**src/design/rba_pkg.sv**
```systemverilog
`timescale 1ns / 1ps

package rba_pkg;

  localparam int TIME_W   = 32;
  localparam int FINISH_W = 48;
  localparam int COUNT_W  = 32;
  localparam int ROOM_W   = 4;
  localparam int CFG_W    = 5;

  localparam logic [FINISH_W-1:0] FINISH_MAX  = {FINISH_W{1'b1}};
  localparam logic [COUNT_W-1:0]  COUNT_MAX   = {COUNT_W{1'b1}};
  localparam logic [CFG_W-1:0]    ROOMS_RESET = 5'd16;

  localparam logic ACT_BOOK  = 1'b0;
  localparam logic ACT_CLEAR = 1'b1;

  typedef enum logic [2:0] {
    ST_IDLE,
    ST_SCAN,
    ST_DRAIN,
    ST_COMMIT,
    ST_CLEAR,
    ST_RESULT
  } rba_state_e;

  typedef struct packed {
    logic load;        // latch request, restart the scan
    logic scan_issue;  // read the next room entry
    logic commit;      // update the picked room and the busiest tracker
    logic clear;       // drop every room and the busiest tracker
    logic out_load;    // move the result into the output register
  } rba_cmd_t;

  typedef struct packed {
    logic scan_last;   // the read being issued is for the last room in use
  } rba_stat_t;

endpackage

```
**src/design/room_booking_allocator_core.sv**
```systemverilog
`timescale 1ns / 1ps
// Room booking allocator.
// Input channel (in_valid_i / in_stall_o) carries one request: a booking
// (action 0, start and end time) or a clear of every room (action 1).
// Output channel (out_valid_o / out_stall_i) returns one result per request:
// assigned room, actual finish time, delayed flag and the busiest room with
// its booking count. The config channel (cfg_valid_i / cfg_ready_o) writes
// the number of rooms in use; write it only while no request is in flight.
// A booking reads the room store one entry per cycle over the N rooms in
// use (zero counts as one, capped at MAX_ROOMS), then drains the last read,
// commits and loads the result; a clear goes from its clear step straight
// to loading the result. The next request is taken the cycle after the
// result enters the output register.
// The output register holds a result while out_stall_i is high; the next
// request may still be accepted and worked on meanwhile, and its result
// waits until the register frees.
// Reset empties every room, zeroes the busiest tracker and sets the room
// count to 16; no clearing pass is needed.

module room_booking_allocator_core #(
  parameter int MAX_ROOMS = 16
) (
  input  logic                           clk_i,
  input  logic                           rst_ni,
  input  logic                           cfg_valid_i,
  output logic                           cfg_ready_o,
  input  logic [rba_pkg::CFG_W-1:0]      cfg_data_i,
  input  logic                           in_valid_i,
  output logic                           in_stall_o,
  input  logic                           in_action_i,
  input  logic [rba_pkg::TIME_W-1:0]     in_start_time_i,
  input  logic [rba_pkg::TIME_W-1:0]     in_end_time_i,
  output logic                           out_valid_o,
  input  logic                           out_stall_i,
  output logic [rba_pkg::ROOM_W-1:0]     out_assigned_room_o,
  output logic [rba_pkg::FINISH_W-1:0]   out_finish_time_o,
  output logic                           out_delayed_o,
  output logic [rba_pkg::ROOM_W-1:0]     out_busiest_room_o,
  output logic [rba_pkg::COUNT_W-1:0]    out_busiest_count_o
);

  logic [rba_pkg::CFG_W-1:0] room_count_q;
  rba_pkg::rba_cmd_t         cmd;
  rba_pkg::rba_stat_t        stat;

  assign cfg_ready_o = 1'b1;

  always_ff @(posedge clk_i or negedge rst_ni) begin
    if (!rst_ni) begin
      room_count_q <= rba_pkg::ROOMS_RESET;
    end else if (cfg_valid_i && cfg_ready_o) begin
      room_count_q <= cfg_data_i;
    end
  end

  rba_ctrl u_ctrl (
    .clk_i       (clk_i),
    .rst_ni      (rst_ni),
    .in_valid_i  (in_valid_i),
    .in_action_i (in_action_i),
    .in_stall_o  (in_stall_o),
    .out_valid_o (out_valid_o),
    .out_stall_i (out_stall_i),
    .stat_i      (stat),
    .cmd_o       (cmd)
  );

  rba_datapath #(
    .MAX_ROOMS (MAX_ROOMS)
  ) u_datapath (
    .clk_i               (clk_i),
    .rst_ni              (rst_ni),
    .cmd_i               (cmd),
    .stat_o              (stat),
    .room_count_i        (room_count_q),
    .in_start_time_i     (in_start_time_i),
    .in_end_time_i       (in_end_time_i),
    .out_assigned_room_o (out_assigned_room_o),
    .out_finish_time_o   (out_finish_time_o),
    .out_delayed_o       (out_delayed_o),
    .out_busiest_room_o  (out_busiest_room_o),
    .out_busiest_count_o (out_busiest_count_o)
  );

endmodule

```
**src/design/rba_ctrl.sv**
```systemverilog
`timescale 1ns / 1ps

module rba_ctrl (
  input  logic               clk_i,
  input  logic               rst_ni,
  input  logic               in_valid_i,
  input  logic               in_action_i,
  output logic               in_stall_o,
  output logic               out_valid_o,
  input  logic               out_stall_i,
  input  rba_pkg::rba_stat_t stat_i,
  output rba_pkg::rba_cmd_t  cmd_o
);

  rba_pkg::rba_state_e state_q, state_d;
  logic                out_valid_q, out_valid_d;

  always_ff @(posedge clk_i or negedge rst_ni) begin
    if (!rst_ni) begin
      state_q     <= rba_pkg::ST_IDLE;
      out_valid_q <= 1'b0;
    end else begin
      state_q     <= state_d;
      out_valid_q <= out_valid_d;
    end
  end

  always_comb begin
    state_d    = state_q;
    cmd_o      = '0;
    in_stall_o = 1'b1;
    unique case (state_q)
      rba_pkg::ST_IDLE: begin
        in_stall_o = 1'b0;
        if (in_valid_i) begin
          cmd_o.load = 1'b1;
          state_d    = (in_action_i == rba_pkg::ACT_CLEAR) ? rba_pkg::ST_CLEAR
                                                           : rba_pkg::ST_SCAN;
        end
      end
      rba_pkg::ST_SCAN: begin
        cmd_o.scan_issue = 1'b1;
        if (stat_i.scan_last) begin
          state_d = rba_pkg::ST_DRAIN;
        end
      end
      rba_pkg::ST_DRAIN: begin
        state_d = rba_pkg::ST_COMMIT;
      end
      rba_pkg::ST_COMMIT: begin
        cmd_o.commit = 1'b1;
        state_d      = rba_pkg::ST_RESULT;
      end
      rba_pkg::ST_CLEAR: begin
        cmd_o.clear = 1'b1;
        state_d     = rba_pkg::ST_RESULT;
      end
      rba_pkg::ST_RESULT: begin
        if (!out_valid_q || !out_stall_i) begin
          cmd_o.out_load = 1'b1;
          state_d        = rba_pkg::ST_IDLE;
        end
      end
      default: begin
        state_d = rba_pkg::ST_IDLE;
      end
    endcase
  end

  always_comb begin
    out_valid_d = out_valid_q;
    if (cmd_o.out_load) begin
      out_valid_d = 1'b1;
    end else if (out_valid_q && !out_stall_i) begin
      out_valid_d = 1'b0;
    end
  end

  assign out_valid_o = out_valid_q;

endmodule

```
**src/design/rba_datapath.sv**
```systemverilog
`timescale 1ns / 1ps

module rba_datapath #(
  parameter int MAX_ROOMS = 16
) (
  input  logic                            clk_i,
  input  logic                            rst_ni,
  input  rba_pkg::rba_cmd_t               cmd_i,
  output rba_pkg::rba_stat_t              stat_o,
  input  logic [rba_pkg::CFG_W-1:0]       room_count_i,
  input  logic [rba_pkg::TIME_W-1:0]      in_start_time_i,
  input  logic [rba_pkg::TIME_W-1:0]      in_end_time_i,
  output logic [rba_pkg::ROOM_W-1:0]      out_assigned_room_o,
  output logic [rba_pkg::FINISH_W-1:0]    out_finish_time_o,
  output logic                            out_delayed_o,
  output logic [rba_pkg::ROOM_W-1:0]      out_busiest_room_o,
  output logic [rba_pkg::COUNT_W-1:0]     out_busiest_count_o
);

  localparam int IDX_W = (MAX_ROOMS > 1) ? $clog2(MAX_ROOMS) : 1;
  localparam int FW    = rba_pkg::FINISH_W;
  localparam int CW    = rba_pkg::COUNT_W;
  localparam int TW    = rba_pkg::TIME_W;
  localparam int RW    = rba_pkg::ROOM_W;

  // Room store: one read port used by the scan, one write port used at commit.
  logic [FW-1:0]        fin_mem [MAX_ROOMS];
  logic [CW-1:0]        cnt_mem [MAX_ROOMS];
  logic [MAX_ROOMS-1:0] valid_q;

  logic [TW-1:0]    start_q, end_q;
  logic [IDX_W-1:0] scan_addr_q, last_idx;
  logic [IDX_W-1:0] rd_addr_q;
  logic [FW-1:0]    rd_fin_q;
  logic [CW-1:0]    rd_cnt_q;
  logic             rd_vld_q, rd_pend_q;

  logic             found_q;
  logic [IDX_W-1:0] free_idx_q, min_idx_q;
  logic [CW-1:0]    free_cnt_q, min_cnt_q;
  logic [FW-1:0]    min_fin_q;

  logic [CW-1:0]    best_cnt_q;
  logic [IDX_W-1:0] best_room_q;

  logic [RW-1:0]    res_room_q, res_busy_room_q;
  logic [FW-1:0]    res_fin_q;
  logic             res_late_q;
  logic [CW-1:0]    res_busy_cnt_q;

  logic [FW-1:0]    fin_e;
  logic [CW-1:0]    cnt_e;
  logic [IDX_W-1:0] pick;
  logic [CW-1:0]    cnt_sel, cnt_new;
  logic [TW-1:0]    dur;
  logic [FW:0]      late_sum;
  logic [FW-1:0]    fin_new;
  logic             take_best;
  logic [CW-1:0]    best_cnt_nx;
  logic [IDX_W-1:0] best_room_nx;

  // A count of zero means one room; counts above the store size are capped.
  always_comb begin
    if (room_count_i == '0) begin
      last_idx = '0;
    end else if (32'(room_count_i) > 32'(MAX_ROOMS)) begin
      last_idx = IDX_W'(MAX_ROOMS - 1);
    end else begin
      last_idx = IDX_W'(room_count_i - 5'd1);
    end
  end

  assign stat_o.scan_last = (scan_addr_q == last_idx);

  // Entries never written since the last clear read as zero.
  assign fin_e = rd_vld_q ? rd_fin_q : '0;
  assign cnt_e = rd_vld_q ? rd_cnt_q : '0;

  always_comb begin
    pick     = found_q ? free_idx_q : min_idx_q;
    cnt_sel  = found_q ? free_cnt_q : min_cnt_q;
    dur      = (end_q > start_q) ? (end_q - start_q) : '0;
    late_sum = {1'b0, min_fin_q} + (FW + 1)'(dur);
    if (found_q) begin
      fin_new = FW'(end_q);
    end else if (late_sum[FW]) begin
      fin_new = rba_pkg::FINISH_MAX;
    end else begin
      fin_new = late_sum[FW-1:0];
    end
    cnt_new   = (cnt_sel == rba_pkg::COUNT_MAX) ? cnt_sel : cnt_sel + 1'b1;
    take_best = (cnt_new > best_cnt_q) ||
                ((cnt_new == best_cnt_q) && (pick < best_room_q));
    best_cnt_nx  = take_best ? cnt_new : best_cnt_q;
    best_room_nx = take_best ? pick : best_room_q;
  end

  always_ff @(posedge clk_i) begin
    if (cmd_i.commit) begin
      fin_mem[pick] <= fin_new;
      cnt_mem[pick] <= cnt_new;
    end
    rd_fin_q  <= fin_mem[scan_addr_q];
    rd_cnt_q  <= cnt_mem[scan_addr_q];
    rd_addr_q <= scan_addr_q;
  end

  always_ff @(posedge clk_i or negedge rst_ni) begin
    if (!rst_ni) begin
      valid_q     <= '0;
      rd_vld_q    <= 1'b0;
      rd_pend_q   <= 1'b0;
      best_cnt_q  <= '0;
      best_room_q <= '0;
    end else begin
      rd_vld_q  <= valid_q[scan_addr_q];
      rd_pend_q <= cmd_i.scan_issue;
      if (cmd_i.clear) begin
        valid_q     <= '0;
        best_cnt_q  <= '0;
        best_room_q <= '0;
      end else if (cmd_i.commit) begin
        valid_q[pick] <= 1'b1;
        best_cnt_q    <= best_cnt_nx;
        best_room_q   <= best_room_nx;
      end
    end
  end

  // Scan: first free room and earliest-finishing room in one pass.
  always_ff @(posedge clk_i) begin
    if (cmd_i.load) begin
      start_q     <= in_start_time_i;
      end_q       <= in_end_time_i;
      scan_addr_q <= '0;
      found_q     <= 1'b0;
    end else begin
      if (cmd_i.scan_issue) begin
        scan_addr_q <= scan_addr_q + 1'b1;
      end
      if (rd_pend_q) begin
        if (!found_q && (fin_e <= FW'(start_q))) begin
          found_q    <= 1'b1;
          free_idx_q <= rd_addr_q;
          free_cnt_q <= cnt_e;
        end
        if ((rd_addr_q == '0) || (fin_e < min_fin_q)) begin
          min_idx_q <= rd_addr_q;
          min_fin_q <= fin_e;
          min_cnt_q <= cnt_e;
        end
      end
    end
  end

  always_ff @(posedge clk_i) begin
    if (cmd_i.clear) begin
      res_room_q      <= '0;
      res_fin_q       <= '0;
      res_late_q      <= 1'b0;
      res_busy_room_q <= '0;
      res_busy_cnt_q  <= '0;
    end else if (cmd_i.commit) begin
      res_room_q      <= RW'(pick);
      res_fin_q       <= fin_new;
      res_late_q      <= !found_q;
      res_busy_room_q <= RW'(best_room_nx);
      res_busy_cnt_q  <= best_cnt_nx;
    end
    if (cmd_i.out_load) begin
      out_assigned_room_o <= res_room_q;
      out_finish_time_o   <= res_fin_q;
      out_delayed_o       <= res_late_q;
      out_busiest_room_o  <= res_busy_room_q;
      out_busiest_count_o <= res_busy_cnt_q;
    end
  end

endmodule

```
**config.mk**
```make
export PLATFORM = sky130hd
export DESIGN_NAME = room_booking_allocator_core
export DESIGN_NICKNAME = d
export VERILOG_FILES = /design/src/design/rba_pkg.sv /design/src/design/room_booking_allocator_core.sv /design/src/design/rba_ctrl.sv /design/src/design/rba_datapath.sv
export SDC_FILE = /design/constraint.sdc
export NUM_CORES = 2
export LEC_CHECK = 0
export BUFFER_PORTS_ARGS = -buffer_cell sky130_fd_sc_hd__buf_2
export CAP_MARGIN = 25
export CELL_PAD_IN_SITES_DETAIL_PLACEMENT = 0
export CELL_PAD_IN_SITES_GLOBAL_PLACEMENT = 1
export CORE_AREA = 2 2 543 545
export DETAILED_ROUTE_END_ITERATION = 6
export DIE_AREA = 0 0 545 547
export GPL_ROUTABILITY_DRIVEN = 1
export HOLD_SLACK_MARGIN = 0.12
export PLACE_DENSITY_LB_ADDON = 0.1
export SLEW_MARGIN = 10
export SYNTH_ARGS = -nofsm -noshare
export SYNTH_HDL_FRONTEND = slang
export SYNTH_SLANG_ARGS = --single-unit
```
**constraint.sdc**
```tcl
create_clock -name clk_i -period 11.35 [get_ports clk_i]
set_clock_uncertainty 0.05 [all_clocks]
set_input_delay 2.27 -clock clk_i [delete_from_list [all_inputs] [get_ports clk_i]]
set_output_delay 2.27 -clock clk_i [all_outputs]
set_load 0.005 [all_outputs]
```
==> run_results.csv <==
group,metric,value,unit
place,dp_hpwl,138000,µm
timing,relSlewSlack,0.296,
routing,wl,233000,µm
global_route,grt_use_total,0.154,
logic_synthesis,yosysSeqAreaShare,0.711,
logic_synthesis,synth_nets,4288,
cells_and_area,drive_gt1_frac,0.243,
global_route,grt_pass1_vias,40800,
floorplanning,num_rows,199,
timing,fmax,129,MHz
logic_synthesis,synthArstFlopShare,0.0351,
floorplanning,start_util,0.249,
timing,period_share,0.682,
logic_synthesis,synth_edf_count,1553,
clocking,cts_max_level,4,
setup_path,required,11.83,ns
floorplanning,die_w,545,µm
global_route,overflow,0,
global_route,grt_max_degree,112,
place,numPortBuffers,165,
routing,wl_per_cell,27.4,µm
setup_path,start_kind,"register",
cells_and_area,finalNetCount,4650,
timing,hold_violations,0,
logic_synthesis,synth_area,72800,µm²
routing,drt-initial-drc-count,2634,
logic_synthesis,yosys_warnings,0,
setup_path,path_max_fanout,19,
routing,drc,0,
timing,rsz0062_at_grt,"false",
cells_and_area,instances_no_fill,8494,
logic_synthesis,ys_ff_latch,1794,
power_and_ir_drop,powerDensity,252,nW/µm²
timing,finalCriticalPeriod,7.74,ns
timing,worst_pin_slew,1.06,ns
setup_path,path_class,"register to register",
clocking,cts_buffer_depth,4,
routing,ant_nets,0,
setup_path,cpMaxStageDelayCell,"nor2_1",
timing,tns,0,ns
timing,fin_ws,3.61,ns
cells_and_area,final_util,0.295,
timing,report.final.slew_viol_count,0,
clocking,cts_root_buf,"clkbuf_16",
cells_and_area,area_growth_syn_to_layout,18.6,%
setup_path,crit_top_cell,"a21oi_1",
clocking,postCtsHoldBufs,0,
worst_hold_path,min_path_type,"register to register",
logic_synthesis,syn_inst,4030,
logic_synthesis,syn_area_per_cell,18.1,µm²
place,gp_congestion,0.762,
clocking,cts_sinks,1794,
global_route,antenna_found_initial,15,
place,dp_slack,3.11,ns
timing,setup-violations-final,0,
setup_path,critical_path_arrival,8.21,ns
clocking,cts-resized-gates,0,
floorplanning,core,293000,µm²
place,dp.cells,8088,
power_and_ir_drop,peakVddDrop,152,µV
clocking,cts_made_buffers,214,
routing,via_per_inst,4.54,
clocking,cts_tree,"done",
setup_path,end_kind,"register",
floorplanning,fp.dieArea,298000,µm²
routing,num_vias,38500,
power_and_ir_drop,fin_total_pwr,21800,µW
power_and_ir_drop,p_leak,0.0296,µW
global_route,grt_pass1_wl,325000,µm
floorplanning,die_y,547,µm
outcome,status,"completed",
clocking,clkTransAtPathRegs,0.06,ns
routing,dr.pass1.iters,5,
logic_synthesis,synthDistinctLibCells,92,
logic_synthesis,synth_ff_type,"edfxtp_1",
flow_run,drv_cap,0,
clocking,clock_latency,0.88,ns
setup_path,slowest_delay,0.84,ns
floorplanning,io_pins,167,
clocking,cts_setup_buffers,0,
-- placed cells by master, fill, tap and decap left out, drive strengths merged, types with 50 or more instances in the layout --
master  netlist  layout
edfxtp     1553    1553
nand3        50      50
dfxtp       178     178
dfrtp        62      62
buf          61     314
a21o         87      87
ha          181     181
mux4        405     405
o21ai       104     104
clkbuf      107     277
clkinv        0      82
nor2        152     152
a21oi       121     121
nand2       142     142
inv         154     158
and2         91      91
-- layout make-up --
cell class	count	area, µm²
well taps	3919	4900
repair buffers	314	2130
diodes	4	10.0
clock inverters	118	1150
clock buffers	277	5760
fillers	28800	206000
inverters	154	578
flip-flops and latches	1794	51800
multi-input cells	1914	20000
-- power by group --
part	switching [µW]	internal, µW	leakage, µW
registers	574	8460	0.0165
clock network	2810	3990	0.00336
logic	3470	2470	0.00970
-- per-stage QoR --
step                      hold WS, ns  instance area [µm²]
after floorplan                 0.297                72800
after global placement          0.370                79200
after detailed placement        0.369                79300
after CTS                       0.383                86300
after global routing            0.395                86300
final                           0.379                86300
-- kinds of logic after synthesis --
kind of cell | share of synthesized area
xor+xnor | 0.0109
compound gates | 0.0514
other cells | 0.0000515
mux | 0.133
simple gates | 0.0447
fa+ha+maj | 0.0317
flops | 0.711
buf+inv | 0.0174
-- synthesized netlist by cell type, types with 17 or more instances --
cell type,number,area [µm²]
and3_1,27,169
o211ai_1,18,135
mux4_2,405,9120
a22o_1,45,394
nor2b_1,17,106
edfxtp_1,1553,46600
nor2_1,150,563
inv_1,154,578
ha_1,181,2260
a21o_1,87,653
mux2i_1,44,440
xnor2_1,41,359
nand2b_1,19,119
xor2_1,48,420
and2_1,90,563
o21a_1,20,150
nor3_1,32,160
a31oi_1,26,163
o21ai_0,101,505
dfrtp_1,62,1550
clkbuf_1,107,402
buf_1,42,158
nand2_1,142,533
nand3_1,50,250
dfxtp_1,178,3560
a21oi_1,120,601
nand4_1,38,238
-- sequential cells by signal, indices dropped and copies added (netlist names), 5 cells and up --
signal                          count
u_datapath.out_busiest_count_o     32
u_datapath.fin_mem                768
u_datapath.min_cnt_q               32
u_datapath.rd_cnt_q                32
room_count_q                        5
u_datapath.out_finish_time_o       48
u_datapath.valid_q                 16
u_datapath.end_q                   32
u_datapath.rd_fin_q                48
u_datapath.free_cnt_q              32
u_datapath.res_fin_q               48
u_datapath.res_busy_cnt_q          32
u_datapath.min_fin_q               48
u_datapath.cnt_mem                512
u_datapath.start_q                 32
u_datapath.best_cnt_q              32
-- critical path, delay by kind of cell (launching register included) --
family / cells / cell delay, ns
and+or+nand+nor: 6 / 2.01
AOI/OAI and AO/OA: 11 / 3.00
DFF: 1 / 0.33
buffers and inverters: 4 / 0.72
adders and majority gates: 4 / 1.24
-- final timing paths --
path	startpoint	cells after the start	endpoint	slack [ns]
max in group asynchronous	rst_ni	2	u_datapath.rd_vld_q	8.86
min in group asynchronous	rst_ni	1	room_count_q[0]	1.27
worst min-delay path	u_datapath.res_busy_cnt_q[7]	0	u_datapath.out_busiest_count_o[7]	0.38
worst max register to register	u_datapath.end_q[0]	25	u_datapath.fin_mem[5][40]	3.61
worst min register to register	u_datapath.res_busy_cnt_q[7]	0	u_datapath.out_busiest_count_o[7]	0.38
worst max-delay path	u_datapath.end_q[0]	25	u_datapath.fin_mem[5][40]	3.61
-- layer usage --
layer / global-route usage / wire length, µm / share of wire
met5: 0 / 0 / 0
met2: 0.258 / 113000 / 0.49
met4: 0.0400 / 5500 / 0.024
met3: 0.0195 / 7620 / 0.033
met1: 0.210 / 106000 / 0.46
Power figures use the tool's default switching activity.
